File: src/rtl/mbt_pkg.sv
`timescale 1ns / 1ps
// Package for the multiset bag table: operation codes used by the top level.
// No dependencies.
package mbt_pkg;

    localparam int FUNC_W = 2;

    typedef logic [FUNC_W-1:0] func_t;

    localparam func_t FUNC_ADD      = 2'd0;
    localparam func_t FUNC_CONTAINS = 2'd1;
    localparam func_t FUNC_REMOVE   = 2'd2;
    localparam func_t FUNC_NONE     = 2'd3;

endpackage

File: src/rtl/mbt_ram.sv
`timescale 1ns / 1ps
// Generic single-clock RAM with one write port and one registered read port.
// No dependencies.
module mbt_ram #(
    parameter int WIDTH = 33,
    parameter int DEPTH = 16
) (
    input  logic                     clk,
    input  logic                     we,
    input  logic [$clog2(DEPTH)-1:0] waddr,
    input  logic [WIDTH-1:0]         wdata,
    input  logic                     re,
    input  logic [$clog2(DEPTH)-1:0] raddr,
    output logic [WIDTH-1:0]         rdata
);

    logic [WIDTH-1:0] mem [DEPTH];

    always_ff @(posedge clk)
    begin
        if (we)
        begin
            mem[waddr] <= wdata;
        end
        if (re)
        begin
            rdata <= mem[raddr];
        end
    end

endmodule

File: src/rtl/multiset_bag_table_top.sv
`timescale 1ns / 1ps
// Top level of the multiset bag table: control sequencer, slot memory and result register.
// Depends on mbt_pkg and mbt_ram.

// The bag holds up to CAPACITY signed values in one slot memory, each word a valid bit
// and a value. After reset the block clears the valid bits and holds in_ready low
// meanwhile. Each word gives one result word. An add into a full bag and the unused
// function code skip the scan; every other request scans the slot memory one slot per
// cycle through its single read port and stops at the first free slot (add) or first
// matching slot (contains, remove), or after the last slot when nothing matches. The next
// word is taken while a finished result still waits in the output register.
module multiset_bag_table_top #(
    parameter int CAPACITY   = 16,
    parameter int VALUE_BITS = 32
) (
    input  logic                             clk,
    input  logic                             rst_n,
    input  logic                             in_valid,
    output logic                             in_ready,
    input  mbt_pkg::func_t                   func,
    input  logic signed [VALUE_BITS-1:0]     value,
    output logic                             out_valid,
    input  logic                             out_ready,
    output logic                             hit,
    output logic                             rejected,
    output logic [$clog2(CAPACITY+1)-1:0]    count,
    output logic                             empty_res
);

    import mbt_pkg::*;

    localparam int IDX_W  = $clog2(CAPACITY);
    localparam int CNT_W  = $clog2(CAPACITY + 1);
    localparam int WORD_W = VALUE_BITS + 1;

    localparam logic [1:0] ST_CLEAR = 2'd0;
    localparam logic [1:0] ST_IDLE  = 2'd1;
    localparam logic [1:0] ST_SCAN  = 2'd2;
    localparam logic [1:0] ST_DONE  = 2'd3;

    localparam logic [CNT_W-1:0] CAP_CNT = CNT_W'(CAPACITY);

    logic [1:0]            state_reg, state_next;
    logic [CNT_W-1:0]      scan_idx_reg, scan_idx_next;
    logic                  chk_valid_reg, chk_valid_next;
    logic [IDX_W-1:0]      chk_idx_reg, chk_idx_next;
    logic [CNT_W-1:0]      count_reg, count_next;
    logic                  out_valid_reg, out_valid_next;

    func_t                 func_reg, func_next;
    logic [VALUE_BITS-1:0] value_reg, value_next;
    logic                  res_hit_reg, res_hit_next;
    logic                  res_rej_reg, res_rej_next;
    logic                  hit_reg, hit_next;
    logic                  rej_reg, rej_next;
    logic [CNT_W-1:0]      out_count_reg, out_count_next;
    logic                  empty_reg, empty_next;

    logic                  ram_we;
    logic [IDX_W-1:0]      ram_waddr;
    logic [WORD_W-1:0]     ram_wdata;
    logic                  ram_re;
    logic [IDX_W-1:0]      ram_raddr;
    logic [WORD_W-1:0]     ram_rdata;

    logic                  slot_used;
    logic                  slot_match;
    logic                  found;
    logic                  accept;
    logic                  out_load;

    mbt_ram #(
        .WIDTH (WORD_W),
        .DEPTH (CAPACITY)
    ) u_slot_ram (
        .clk   (clk),
        .we    (ram_we),
        .waddr (ram_waddr),
        .wdata (ram_wdata),
        .re    (ram_re),
        .raddr (ram_raddr),
        .rdata (ram_rdata)
    );

    assign in_ready  = (state_reg == ST_IDLE);
    assign accept    = in_valid && in_ready;
    assign out_load  = (state_reg == ST_DONE) && (!out_valid_reg || out_ready);

    assign slot_used  = ram_rdata[VALUE_BITS];
    assign slot_match = slot_used && (ram_rdata[VALUE_BITS-1:0] == value_reg);
    assign found      = chk_valid_reg &&
                        ((func_reg == FUNC_ADD) ? !slot_used : slot_match);

    always_comb
    begin
        state_next     = state_reg;
        scan_idx_next  = scan_idx_reg;
        chk_valid_next = chk_valid_reg;
        chk_idx_next   = chk_idx_reg;
        count_next     = count_reg;
        out_valid_next = out_valid_reg;
        func_next      = func_reg;
        value_next     = value_reg;
        res_hit_next   = res_hit_reg;
        res_rej_next   = res_rej_reg;
        hit_next       = hit_reg;
        rej_next       = rej_reg;
        out_count_next = out_count_reg;
        empty_next     = empty_reg;

        ram_we    = 1'b0;
        ram_waddr = chk_idx_reg;
        ram_wdata = '0;
        ram_re    = 1'b0;
        ram_raddr = scan_idx_reg[IDX_W-1:0];

        if (out_valid_reg && out_ready)
        begin
            out_valid_next = 1'b0;
        end

        case (state_reg)
            ST_CLEAR:
            begin
                ram_we    = 1'b1;
                ram_waddr = scan_idx_reg[IDX_W-1:0];
                ram_wdata = '0;
                if (scan_idx_reg == CAP_CNT - CNT_W'(1))
                begin
                    state_next = ST_IDLE;
                end
                scan_idx_next = scan_idx_reg + CNT_W'(1);
            end

            ST_IDLE:
            begin
                if (accept)
                begin
                    func_next      = func;
                    value_next     = value;
                    res_hit_next   = 1'b0;
                    res_rej_next   = 1'b0;
                    scan_idx_next  = '0;
                    chk_valid_next = 1'b0;
                    if (func == FUNC_NONE)
                    begin
                        state_next = ST_DONE;
                    end
                    else if ((func == FUNC_ADD) && (count_reg == CAP_CNT))
                    begin
                        res_rej_next = 1'b1;
                        state_next   = ST_DONE;
                    end
                    else
                    begin
                        state_next = ST_SCAN;
                    end
                end
            end

            ST_SCAN:
            begin
                // Reads are issued one slot ahead of the compare on the returned word.
                if (found)
                begin
                    state_next = ST_DONE;
                    case (func_reg)
                        FUNC_ADD:
                        begin
                            ram_we     = 1'b1;
                            ram_wdata  = {1'b1, value_reg};
                            count_next = count_reg + CNT_W'(1);
                        end
                        FUNC_REMOVE:
                        begin
                            ram_we       = 1'b1;
                            ram_wdata    = '0;
                            count_next   = count_reg - CNT_W'(1);
                            res_hit_next = 1'b1;
                        end
                        default:
                        begin
                            res_hit_next = 1'b1;
                        end
                    endcase
                end
                else if (scan_idx_reg == CAP_CNT)
                begin
                    state_next = ST_DONE;
                end
                else
                begin
                    ram_re         = 1'b1;
                    chk_valid_next = 1'b1;
                    chk_idx_next   = scan_idx_reg[IDX_W-1:0];
                    scan_idx_next  = scan_idx_reg + CNT_W'(1);
                end
            end

            ST_DONE:
            begin
                if (out_load)
                begin
                    out_valid_next = 1'b1;
                    hit_next       = res_hit_reg;
                    rej_next       = res_rej_reg;
                    out_count_next = count_reg;
                    empty_next     = (count_reg == '0);
                    state_next     = ST_IDLE;
                end
            end

            default:
            begin
                state_next = ST_IDLE;
            end
        endcase
    end

    always_ff @(posedge clk or negedge rst_n)
    begin
        if (!rst_n)
        begin
            state_reg     <= ST_CLEAR;
            scan_idx_reg  <= '0;
            chk_valid_reg <= 1'b0;
            count_reg     <= '0;
            out_valid_reg <= 1'b0;
        end
        else
        begin
            state_reg     <= state_next;
            scan_idx_reg  <= scan_idx_next;
            chk_valid_reg <= chk_valid_next;
            count_reg     <= count_next;
            out_valid_reg <= out_valid_next;
        end
    end

    always_ff @(posedge clk)
    begin
        chk_idx_reg   <= chk_idx_next;
        func_reg      <= func_next;
        value_reg     <= value_next;
        res_hit_reg   <= res_hit_next;
        res_rej_reg   <= res_rej_next;
        hit_reg       <= hit_next;
        rej_reg       <= rej_next;
        out_count_reg <= out_count_next;
        empty_reg     <= empty_next;
    end

    assign out_valid = out_valid_reg;
    assign hit       = hit_reg;
    assign rejected  = rej_reg;
    assign count     = out_count_reg;
    assign empty_res = empty_reg;

endmodule

File: config.mk
export PLATFORM = sky130hd
export DESIGN_NAME = multiset_bag_table_top
export DESIGN_NICKNAME = d
export VERILOG_FILES = /design/src/rtl/mbt_pkg.sv /design/src/rtl/mbt_ram.sv /design/src/rtl/multiset_bag_table_top.sv
export SDC_FILE = /design/constraint.sdc
export NUM_CORES = 1
export LEC_CHECK = 0
export BUFFER_PORTS_ARGS = -buffer_cell sky130_fd_sc_hd__buf_2
export CORE_ASPECT_RATIO = 1.1
export CORE_UTILIZATION = 45
export DETAILED_ROUTE_END_ITERATION = 10
export PLACE_DENSITY = 0.69
export SETUP_SLACK_MARGIN = 0.5
export SYNTH_ARGS = -nofsm -noshare
export SYNTH_HDL_FRONTEND = slang
export SYNTH_HIERARCHICAL = 1
export SYNTH_SLANG_ARGS = --single-unit
File: constraint.sdc
create_clock -name clk -period 6.9 [get_ports clk]
set_clock_uncertainty 0.15 [all_clocks]
set_input_delay 0.345 -clock clk [delete_from_list [all_inputs] [get_ports clk]]
set_output_delay 0.345 -clock clk [all_outputs]
set_load 0.05 [all_outputs]
Word level (Yosys, flattened, before mapping)
Memory sizes are Yosys's and may differ from the RTL's. A register that Yosys moved wholly into a read port is not among the register bits.
Index checks and enable logic that the tools add are counted.
Operators by class
  add/sub/neg operators: 3
  equality and inequality tests: 17
  multiplexer cells: 37
  bitwise logic cells: 2
  reductions and logical operators: 25
Operator list (number)
  two-way mux 33 bit: 3
  equality test 32 bit: 1
  two-way mux 1 bit: 19
  AND reduction 4 bit: 4
  two-way mux 5 bit: 3
  one-hot mux 5 bit (3 select lines): 1
  != test 2 bit, second input constant: 6
  adder 5 x 1 -> 5 bit, second input constant: 2
  equality test 5 bit, second input constant: 2
  two-way mux 2 bit: 5
  one-hot mux 5 bit (2 select lines): 1
  equality test 2 bit, second input constant: 4
  one-hot mux 2 bit (4 select lines): 1
  logical AND 1 bit: 6
  logical NOT 2 bit: 3
  one-hot mux 1 bit (2 select lines): 3
  AND reduction 3 bit: 2
  equality test 5 x 4 -> 1 bit, second input constant: 1
  logical NOT 5 bit: 1
  subtractor 5 x 1 -> 5 bit, second input constant: 1
  two-way mux 4 bit: 1
  AND reduction 2 bit: 2
  nonzero test 2 bit: 2
  != test 3 bit, second input constant: 1
  7 further kinds: 9
Storage, ports and cells
  register bits: 62
  memory bits (writable): 528
  memories: 1
Memories
  u_slot_ram.mem: words 16, width 33, read ports 1, clocked after memory_dff 1, wr ports 1, RTL line mbt_ram.sv:17  | logic [WIDTH-1:0] mem [DEPTH];

Depth between registers and ports, before layout
Gate-level depths: netlist of run 1.
  word-level depth: 8
  gate-level depth with buffers: 9
  mapped depth without buffers: 8

By module
Netlist of run 1, hierarchy kept.
Modules (own cells, without submodules)
  mbt_ram: times used 1, cells each 864, area each 20960.1 um^2, seq. area each 16846.2 um^2
  multiset_bag_table_top: times used 1, cells each 239, area each 3141.8 um^2, seq. area each 1791.7 um^2

Least setup slack after synthesis of run 1
No wires, ideal clock.
  kind: register -> register
  start: reg u_slot_ram.rdata[22] (read register of u_slot_ram.mem)
  end: mem u_slot_ram.mem[0][0], enable pin
  library setup time: 0.464 ns
  arrival: 4.555 ns
  required time: 6.286 ns
  slack: 1.730 ns
  stages on the path, launching flop included: 9
  cells stage by stage: edfxtp_1 -> xnor2_1 -> nand4_1 -> or4_4 -> nor3_4 -> o21ai_4 -> or2b_1 -> or3b_2 -> nor3_1
On the way
  word-level cells in the longest chain between the ends: 8
RTL lines
  from (decl): RTL line mbt_ram.sv:14  | output logic [WIDTH-1:0] rdata
  equality test 32 bit: RTL line multiset_bag_table_top.sv:90  | assign slot_match = slot_used && (ram_rdata[VALUE_BITS-1:0] == value_reg);
  logical AND 1 bit: RTL line multiset_bag_table_top.sv:90
  two-way mux 1 bit: RTL line multiset_bag_table_top.sv:92  | ((func_reg == FUNC_ADD) ? !slot_used : slot_match);
  logical AND 1 bit: RTL line multiset_bag_table_top.sv:91  | assign found = chk_valid_reg &&
  two-way mux 1 bit: RTL line multiset_bag_table_top.sv:164  | if (found)
  one-hot mux 1 bit (2 select lines): RTL line multiset_bag_table_top.sv:122  | case (state_reg)
  net ram_we: RTL line multiset_bag_table_top.sv:59  | logic ram_we;
  two-way mux 1 bit: RTL line mbt_ram.sv:21  | if (we)
  two-way mux 1 bit (implied by the code): RTL line mbt_ram.sv:23  | mem[waddr] <= wdata;
  to (decl): RTL line mbt_ram.sv:17
The timed path passes the listed nets, and every way through them passes these cells.

Worst setup path in the final report of run 1
  start: reg func_reg[0]
  end: mem u_slot_ram.mem[2][32], enable pin
On the way
  word-level cells in the longest chain between the ends: 7
  elaborated cells on any way between the ends: 10
RTL lines
  from (decl): RTL line multiset_bag_table_top.sv:50  | func_t func_reg, func_next;
  from (signal assigned): RTL line multiset_bag_table_top.sv:243  | func_reg <= func_next;
  equality test 2 bit / logical NOT 2 bit (equally long branches): RTL line multiset_bag_table_top.sv:167, multiset_bag_table_top.sv:92
  OR reduction 2 bit (no source line) / two-way mux 1 bit (equally long branches)
  two-way mux 1 bit / logical AND 1 bit (equally long branches): RTL line multiset_bag_table_top.sv:167, multiset_bag_table_top.sv:91
  two-way mux 1 bit (*): RTL line multiset_bag_table_top.sv:164
  one-hot mux 1 bit (2 select lines) (*): RTL line multiset_bag_table_top.sv:122
  net ram_we: RTL line multiset_bag_table_top.sv:59
  two-way mux 1 bit (*): RTL line mbt_ram.sv:21
  two-way mux 1 bit (implied by the code) (*): RTL line mbt_ram.sv:23
The timed path passes the listed nets; every way through them passes the cells marked *.

==> flow_summary.yaml, run 1 <==
cells_and_area:
  largest_register_ff_count: 528
  fillerInstances: 4066
  nets: 1269
  post_route_insts_no_fill: 1940
  final-seq-area_mm2: 0.01865
  ratio_of_cells_with_drive_above_1_in_the_final_layout: 0.2435
  area.growth.synth_to_final_pct: 13.32
  multi_input_area_mm2: 0.005230
  postLayoutCellArea_mm2: 0.02731
  count_of_antenna_diodes_in_the_layout: 0
placed_design:
  gp_congestion: 0.7535
  placement.cell_area_mm2: 0.02520
  placedCellCount: 1798
  hpwl_reported_at_the_end_of_detailed_placement_mm: 28.92
  number_of_buffers_added_on_ports: 47
power_and_ir_drop:
  power_per_cell_area_mw_per_mm2: 385.0
  share_clk_of_total_power: 0.282
  p_sw_frac: 0.2998
  portion_of_total_power_attributed_to_sequential_cells: 0.469
  combPwrFrac: 0.249
  leakage_nw: 8.547
  total_switching_power_mw: 3.153
  vdd_ir_drop_max_v: 0.0002137
  p_int_mw: 7.363
yosys:
  muxShareOfSynthArea: 0.1307
  synthesis.area_mm2: 0.02410
  syn_nets: 1152
  ys_ff_latch: 623
  yosysTopAreaCellShare: 0.7588
  synth_top_family_by_area: "multiplexers"
  yosys.area_share.xor_xnor: 0.01345
  synthAdderAreaFrac: 0.006022
  synth_simple_gate_area_share: 0.03354
  ys.flop_type: "edfxtp_1"
  yosys-top-cells-count: "edfxtp_1, mux4_2, a22oi_1, nand2_1, and3_1"
  synthDistinctLibCells: 56
  synth-async-reset-ratio: 0.02247
  top_count_cell_post_synth: "edfxtp_1"
  synth_edf_count: 609
  post_synth.cell_area_avg_um2: 21.85
  synth_seq_area_share: 0.7733
  synth_largest_area_cell: "edfxtp_1"
  synth_area_leaders: "edfxtp_1, mux4_2, mux4_1"
  synth_area_in_compound_gates: 0.02699
  post_synthesis_cells: 1103
  ys.warnings.count: 6
floorplan:
  row_count: 88
  fp.dieArea_mm2: 0.05449
  initial_core_util: 0.4579
  core-area_mm2: 0.05263
  chip_width_um: 222.7
  dieHeight_um: 244.7
  io-pin-count: 48
timing:
  setup_viol: 0
  setup_repair_after_global_routing_missed_its_margin: "false"
  timing_max_transition_violations_final: 0
  setup-tns-final_ns: 0
  hold_viol_final: 0
  highest_achievable_clock_rate_ghz: 0.2259
  max-slew-margin-rel: 0.1564
  worst_slew_pin_slew_ns: 1.262
  layout_worst_path_cycle_share: 0.6416
  final.min_clock_period_ns: 4.427
global_routing:
  groute.usage.overall: 0.1964
  globalRoute.totalOverflow: 0
  initial_antenna_violation_count: 0
  grt_first_pass_wirelength_mm: 77.86
  grt_max_degree: 103
  grt_pass1_vias: 11666
worst_setup_path:
  critPathCaptureType: "flip-flop"
  worst_setup_path_start_kind: "flip-flop"
  critPathArrivalTime_ns: 4.50
  bufs_and_invs_on_worst_path: 0
  critical_path.slowest_cell: "nor2_4"
  critical_path.max_stage_delay_ns: 0.98
  worstReg2RegEnd: "u_slot_ram/mem[2][32]"
  launching_point_of_the_worst_reg2reg_path: "func_reg[0]"
  timing_worst_setup_path_type: "flip-flop to flip-flop"
  cell_class_contributing_the_biggest_share_of_worst_path_delay: "simple AND/OR/NAND/NOR gates"
  crit_path_cell_trace: "nor2_2, a2111oi_2, nand4_2, nor3_4, o21ai_4, or2b_1, or3b_2, nor2_4"
  rrSetupSlack_ns: 2.47
  critical_path_required_ns: 6.97
  highest_net_fanout_along_the_worst_path: 33
  worst-r2r-cell-count: 8
route:
  route.detailed.wl_per_inst_um: 26.87
  wl_mm: 52.13
  detail-route-antenna-nets: 0
  detail_route.vias_per_cell: 5.923
  drc: 0
  detail_route.iter0.violations: 1141
  tritonroute_pass_1_iters: 5
  vias: 11491
cts:
  clkSlewWorstSetupHoldPaths_ns: 0.06
  clock_sinks: 623
  post_cts.resized_instances: 0
  htreeDepth: 2
  clock_latency_ns: 0.64
  cts_inserted_buffers: 59
  ctsRootBufferMaster: "clkbuf_16"
  tritoncts: "yes"
  cts_max_path_buffers: 3
job:
  cap_viol_max_count: 0
min_path:
  hold_path_class: "input port to asynchronous set/reset pin"
run_status:
  outcome: "completed"
-- layer usage --
| metal | global-route usage | wire length [µm] | vias up |
|---|---|---|---|
| li1 | - | - | 4849 |
| met1 | 0.2716 | 21260 | 6073 |
| met2 | 0.3196 | 25530 | 493 |
| met3 | 0.03711 | 4054 | 76 |
| met4 | 0.05720 | 1284 | 0 |
| met5 | 0 | 0 | - |
-- how the worst max path moves through the flow --
stage	from	end	slack, ns	cells past startpoint
floorplan	u_slot_ram/rdata[22]	u_slot_ram/mem[0][0]	1.73	8
global placement	func_reg[0]	u_slot_ram/mem[3][32]	2.57	8
detailed placement	func_reg[0]	u_slot_ram/mem[2][21]	2.52	8
CTS	func_reg[0]	u_slot_ram/mem[2][32]	2.48	8
global route	value_reg[19]	u_slot_ram/mem[3][4]	2.26	8
finish	func_reg[0]	u_slot_ram/mem[2][32]	2.47	8
-- repair_timing --
item                      in CTS  in global routing
hold buffers                  36                  0
hold endpoints to repair      51                  0
buffers inserted               0                  0
-- power groups by stage --
stage	clock network, mW	logic (mW)	registers, mW
after global routing	3.16	2.79	4.98
after floorplan	0	1.92	4.95
final	2.96	2.62	4.94
after CTS	3.01	2.64	4.94
after detailed placement	0	2.62	5.02
after global placement	0	2.59	5.01
-- kinds of logic (layout without fill, tap and decap cells) --
logic type | Yosys count | after routing
flops | 623 | 623
simple gates | 142 | 142
mux | 141 | 141
compound gates | 86 | 86
buf+inv | 63 | 225
xor+xnor | 37 | 37
fa+ha+maj | 11 | 11
-- layout make-up --
type | instances | share of cell area
clock buffer | 71 | 0.05571
tap | 675 | 0.03092
multi-input combinational | 417 | 0.1915
sequential | 623 | 0.6827
inverter | 11 | 0.001512
clock inverter | 35 | 0.008567
timing repair buffer | 108 | 0.02914
-- through the flow --
stage	utilization	hold slack [ns]	total power, mW	setup WS [ns]
2_1_floorplan	-	-0.1006	6.861	1.730
3_3_place_gp	0.4787	0.1197	7.596	2.573
3_5_place_dp	0.4787	0.1238	7.639	2.515
4_1_cts	0.5189	0.004816	10.60	2.484
5_1_grt	0.5189	0.04264	10.93	2.255
6_report	0.5189	0.02394	10.52	2.473
-- placed cells by master, fill, tap and decap left out, types with 12 or more instances in the layout --
master / Yosys / final
dlygate4sd3_1: 0 / 36
a22oi_1: 66 / 66
clkbuf_1: 28 / 12
xnor2_1: 22 / 22
xor2_1: 15 / 15
clkinv_1: 0 / 15
buf_4: 0 / 24
edfxtp_1: 609 / 609
clkbuf_16: 0 / 59
buf_2: 11 / 47
mux4_1: 19 / 19
and3_1: 33 / 33
mux4_2: 113 / 113
nand2_1: 38 / 38
nor2_4: 0 / 14
dfrtp_1: 14 / 12
Note: power is estimated with default switching activity, not from simulation.
==> run 2: changes to the inputs <==
Settings changed: PLACE_DENSITY 0.69 to 0.72.
Clock period 6.9 ns to 3.9 ns, I/O delays scaled along.
==> run 2 against run 1 <==
  * Sequential power up 74%
  * Sequential share of layout area is 2.6 points lower
  * Cell count up 2.8%
  * Clock-buffer cell count is 1 lower
  * Non-clock buffer count is 51 higher
  * Highest routed layer unchanged
  * First-iteration DRC count grew 10%
  * Register-to-register slack got worse by 2.0 ns
  * Utilization up 2.0 points
  * Global-route usage rose by 0.085 points
  * Via count grew 3.8%
==> flow_summary.yaml, run 2 (same netlist as run 1, synthesis figures left out) <==
floorplan:
  row_count: 88
  io-pin-count: 48
  fp.dieArea_mm2: 0.05449
  dieHeight_um: 244.7
  core-area_mm2: 0.05263
  initial_core_util: 0.4579
  chip_width_um: 222.7
global_routing:
  grt_use_met2: 0.3179
  grt_first_pass_wirelength_mm: 77.71
  grt_pass1_vias: 11823
  groute.usage.overall: 0.1972
  initial_antenna_violation_count: 0
  grt_most_used_layer: "met2"
  met3_usage: 0.04597
  grt_max_degree: 81
  globalRoute.totalOverflow: 0
  grt_use_met1: 0.2711
route:
  tritonroute_pass_1_iters: 5
  detail_route.iter0.violations: 1256
  route.detailed.wl_per_inst_um: 27.12
  detail_route.vias_per_cell: 5.977
  detail-route-antenna-nets: 0
  drc: 0
  wl_mm: 54.10
  vias: 11925
worst_setup_path:
  launching_point_of_the_worst_reg2reg_path: "u_slot_ram/rdata[19]"
  worst_setup_path_start_kind: "flip-flop"
  timing_worst_setup_path_type: "flip-flop to flip-flop"
  highest_net_fanout_along_the_worst_path: 7
  critical_path_required_ns: 4.07
  critPathCaptureType: "flip-flop"
  worstSetupStartpoint: "u_slot_ram/rdata[19]"
  rrSetupSlack_ns: 0.50
  critPathArrivalTime_ns: 3.57
run_status:
  outcome: "completed"
cells_and_area:
  final_util: 0.5391
  count_of_antenna_diodes_in_the_layout: 0
  commonest_cells_after_routing_fill_and_taps_aside: "edfxtp_1, mux4_2, clkbuf_16, a22oi_1, buf_2"
  area.growth.synth_to_final_pct: 17.72
  post_route_insts_no_fill: 1995
  ratio_of_cells_with_drive_above_1_in_the_final_layout: 0.2803
  nets: 1321
  largest_register_ff_count: 528
  most_common_cell_after_layout_fill_and_taps_aside: "edfxtp_1"
job:
  cap_viol_max_count: 0
power_and_ir_drop:
  vdd_ir_drop_max_v: 0.0005233
  portion_of_total_power_attributed_to_sequential_cells: 0.449
  p_sw_frac: 0.2981
  combPwrFrac: 0.262
  total_switching_power_mw: 5.717
  share_clk_of_total_power: 0.288
  leakage_nw: 9.017
  power_per_cell_area_mw_per_mm2: 676.0
  p_int_mw: 13.46
placed_design:
  detailedPlace.worstSlack_ns: 0.2449
  gp_congestion: 0.7717
  placedCellCount: 1814
  number_of_buffers_added_on_ports: 47
  hpwl_reported_at_the_end_of_detailed_placement_mm: 30.25
cts:
  cts_max_path_buffers: 3
  ctsRootBufferMaster: "clkbuf_16"
  clock_latency_ns: 0.63
  clock_sinks: 623
  clkSlewWorstSetupHoldPaths_ns: 0.06
  cts_inserted_buffers: 60
  tritoncts: "yes"
  htreeDepth: 2
timing:
  max-slew-margin-rel: 0.1705
  timing_max_transition_violations_final: 0
  setup_slack_ns: 0.5035
  final.min_clock_period_ns: 3.396
  worst_slew_pin_slew_ns: 1.241
  setup_viol: 0
  highest_achievable_clock_rate_ghz: 0.2944
  setup_repair_after_global_routing_missed_its_margin: "true"
  layout_worst_path_cycle_share: 0.8709
  setup-tns-final_ns: 0
  hold_viol_final: 0
min_path:
  hold_path_class: "input port to flip-flop"
  hold_path_startpoint: "value[14]"
## run 2: changes by cell type in the layout (fill, tap and decap cells not counted), moves of 3 or more
cell | previous run | this run
buf_12 | 1 | 22
buf_4 | 24 | 37
buf_6 | 0 | 7
bufinv_16 | 1 | 4
clkbuf_16 | 59 | 66
nor3_2 | 4 | 0
nor3_4 | 1 | 5
nor4_4 | 1 | 4
## run 2: timing repair
| item | CTS | global route |
|---|---|---|
| hold buffers | 38 | 0 |
| setup buffers | 15 | 8 |
| setup endpoints to repair | 499 | 223 |
| resized for setup | 11 | 7 |
| pin swaps | 12 | 12 |
| endpoints found under the hold margin | 53 | 0 |
| cloned | 2 | 8 |
## run 2: worst max-delay path, stage by stage, from the launching register on
cell and delay [ns]:
edfxtp_1 0.41, xnor2_2 0.19, nand4_1 0.12, or4_4 0.59, nor3_4 0.27, o21ai_4 0.07
or2b_1 0.26, or3b_4 0.44, buf_6 0.16, nor2_4 0.12, buf_12 0.15, buf_12 0.15
## run 2: stage by stage
stage	hold slack (ns)	total power, mW	cell area (µm²)
3_3_place_gp	-0.03780	13.47	25520
6_report	0.1245	19.18	28370
2_1_floorplan	-0.2506	12.22	24240
4_1_cts	0.08795	19.21	28070
5_1_grt	0.1064	19.89	28370
3_5_place_dp	-0.03521	13.56	25520
## run 2: power groups by stage
stage          Sequential [mW]  Clock (mW)  Combinational [mW]
6_report                  8.61        5.53                5.03
5_1_grt                   8.68        5.85                5.36
4_1_cts                   8.62        5.62                4.98
3_5_place_dp              8.74           0                4.81
3_3_place_gp              8.70           0                4.77
2_1_floorplan             8.73           0                3.48
## run 2: metal layers
layer / wire length [µm] / up-vias
met4: 1693 / 0
li1: - / 4954
met1: 21400 / 6303
met5: 0 / -
met3: 4850 / 98
met2: 26160 / 570
## run 2: final cells by class
| class | instances | area (µm²) |
|---|---|---|
| fillers | 3928 | 24260 |
| flip-flops and latches | 623 | 18650 |
| multi-input cells | 417 | 5346 |
| repair buffers | 159 | 1618 |
| clock buffers | 70 | 1539 |
| well taps | 675 | 844.6 |
| clock inverters | 40 | 337.8 |
| inverters | 11 | 41.29 |
## run 2: final timing paths
kind	end	cells after the start
min reg2reg	rejected	0
max	u_slot_ram/mem[1][30]	11
min in group asynchronous	count_reg[0]	3
max reg2reg	u_slot_ram/mem[1][30]	11
min	value_reg[14]	2
max in group asynchronous	scan_idx_reg[0]	3
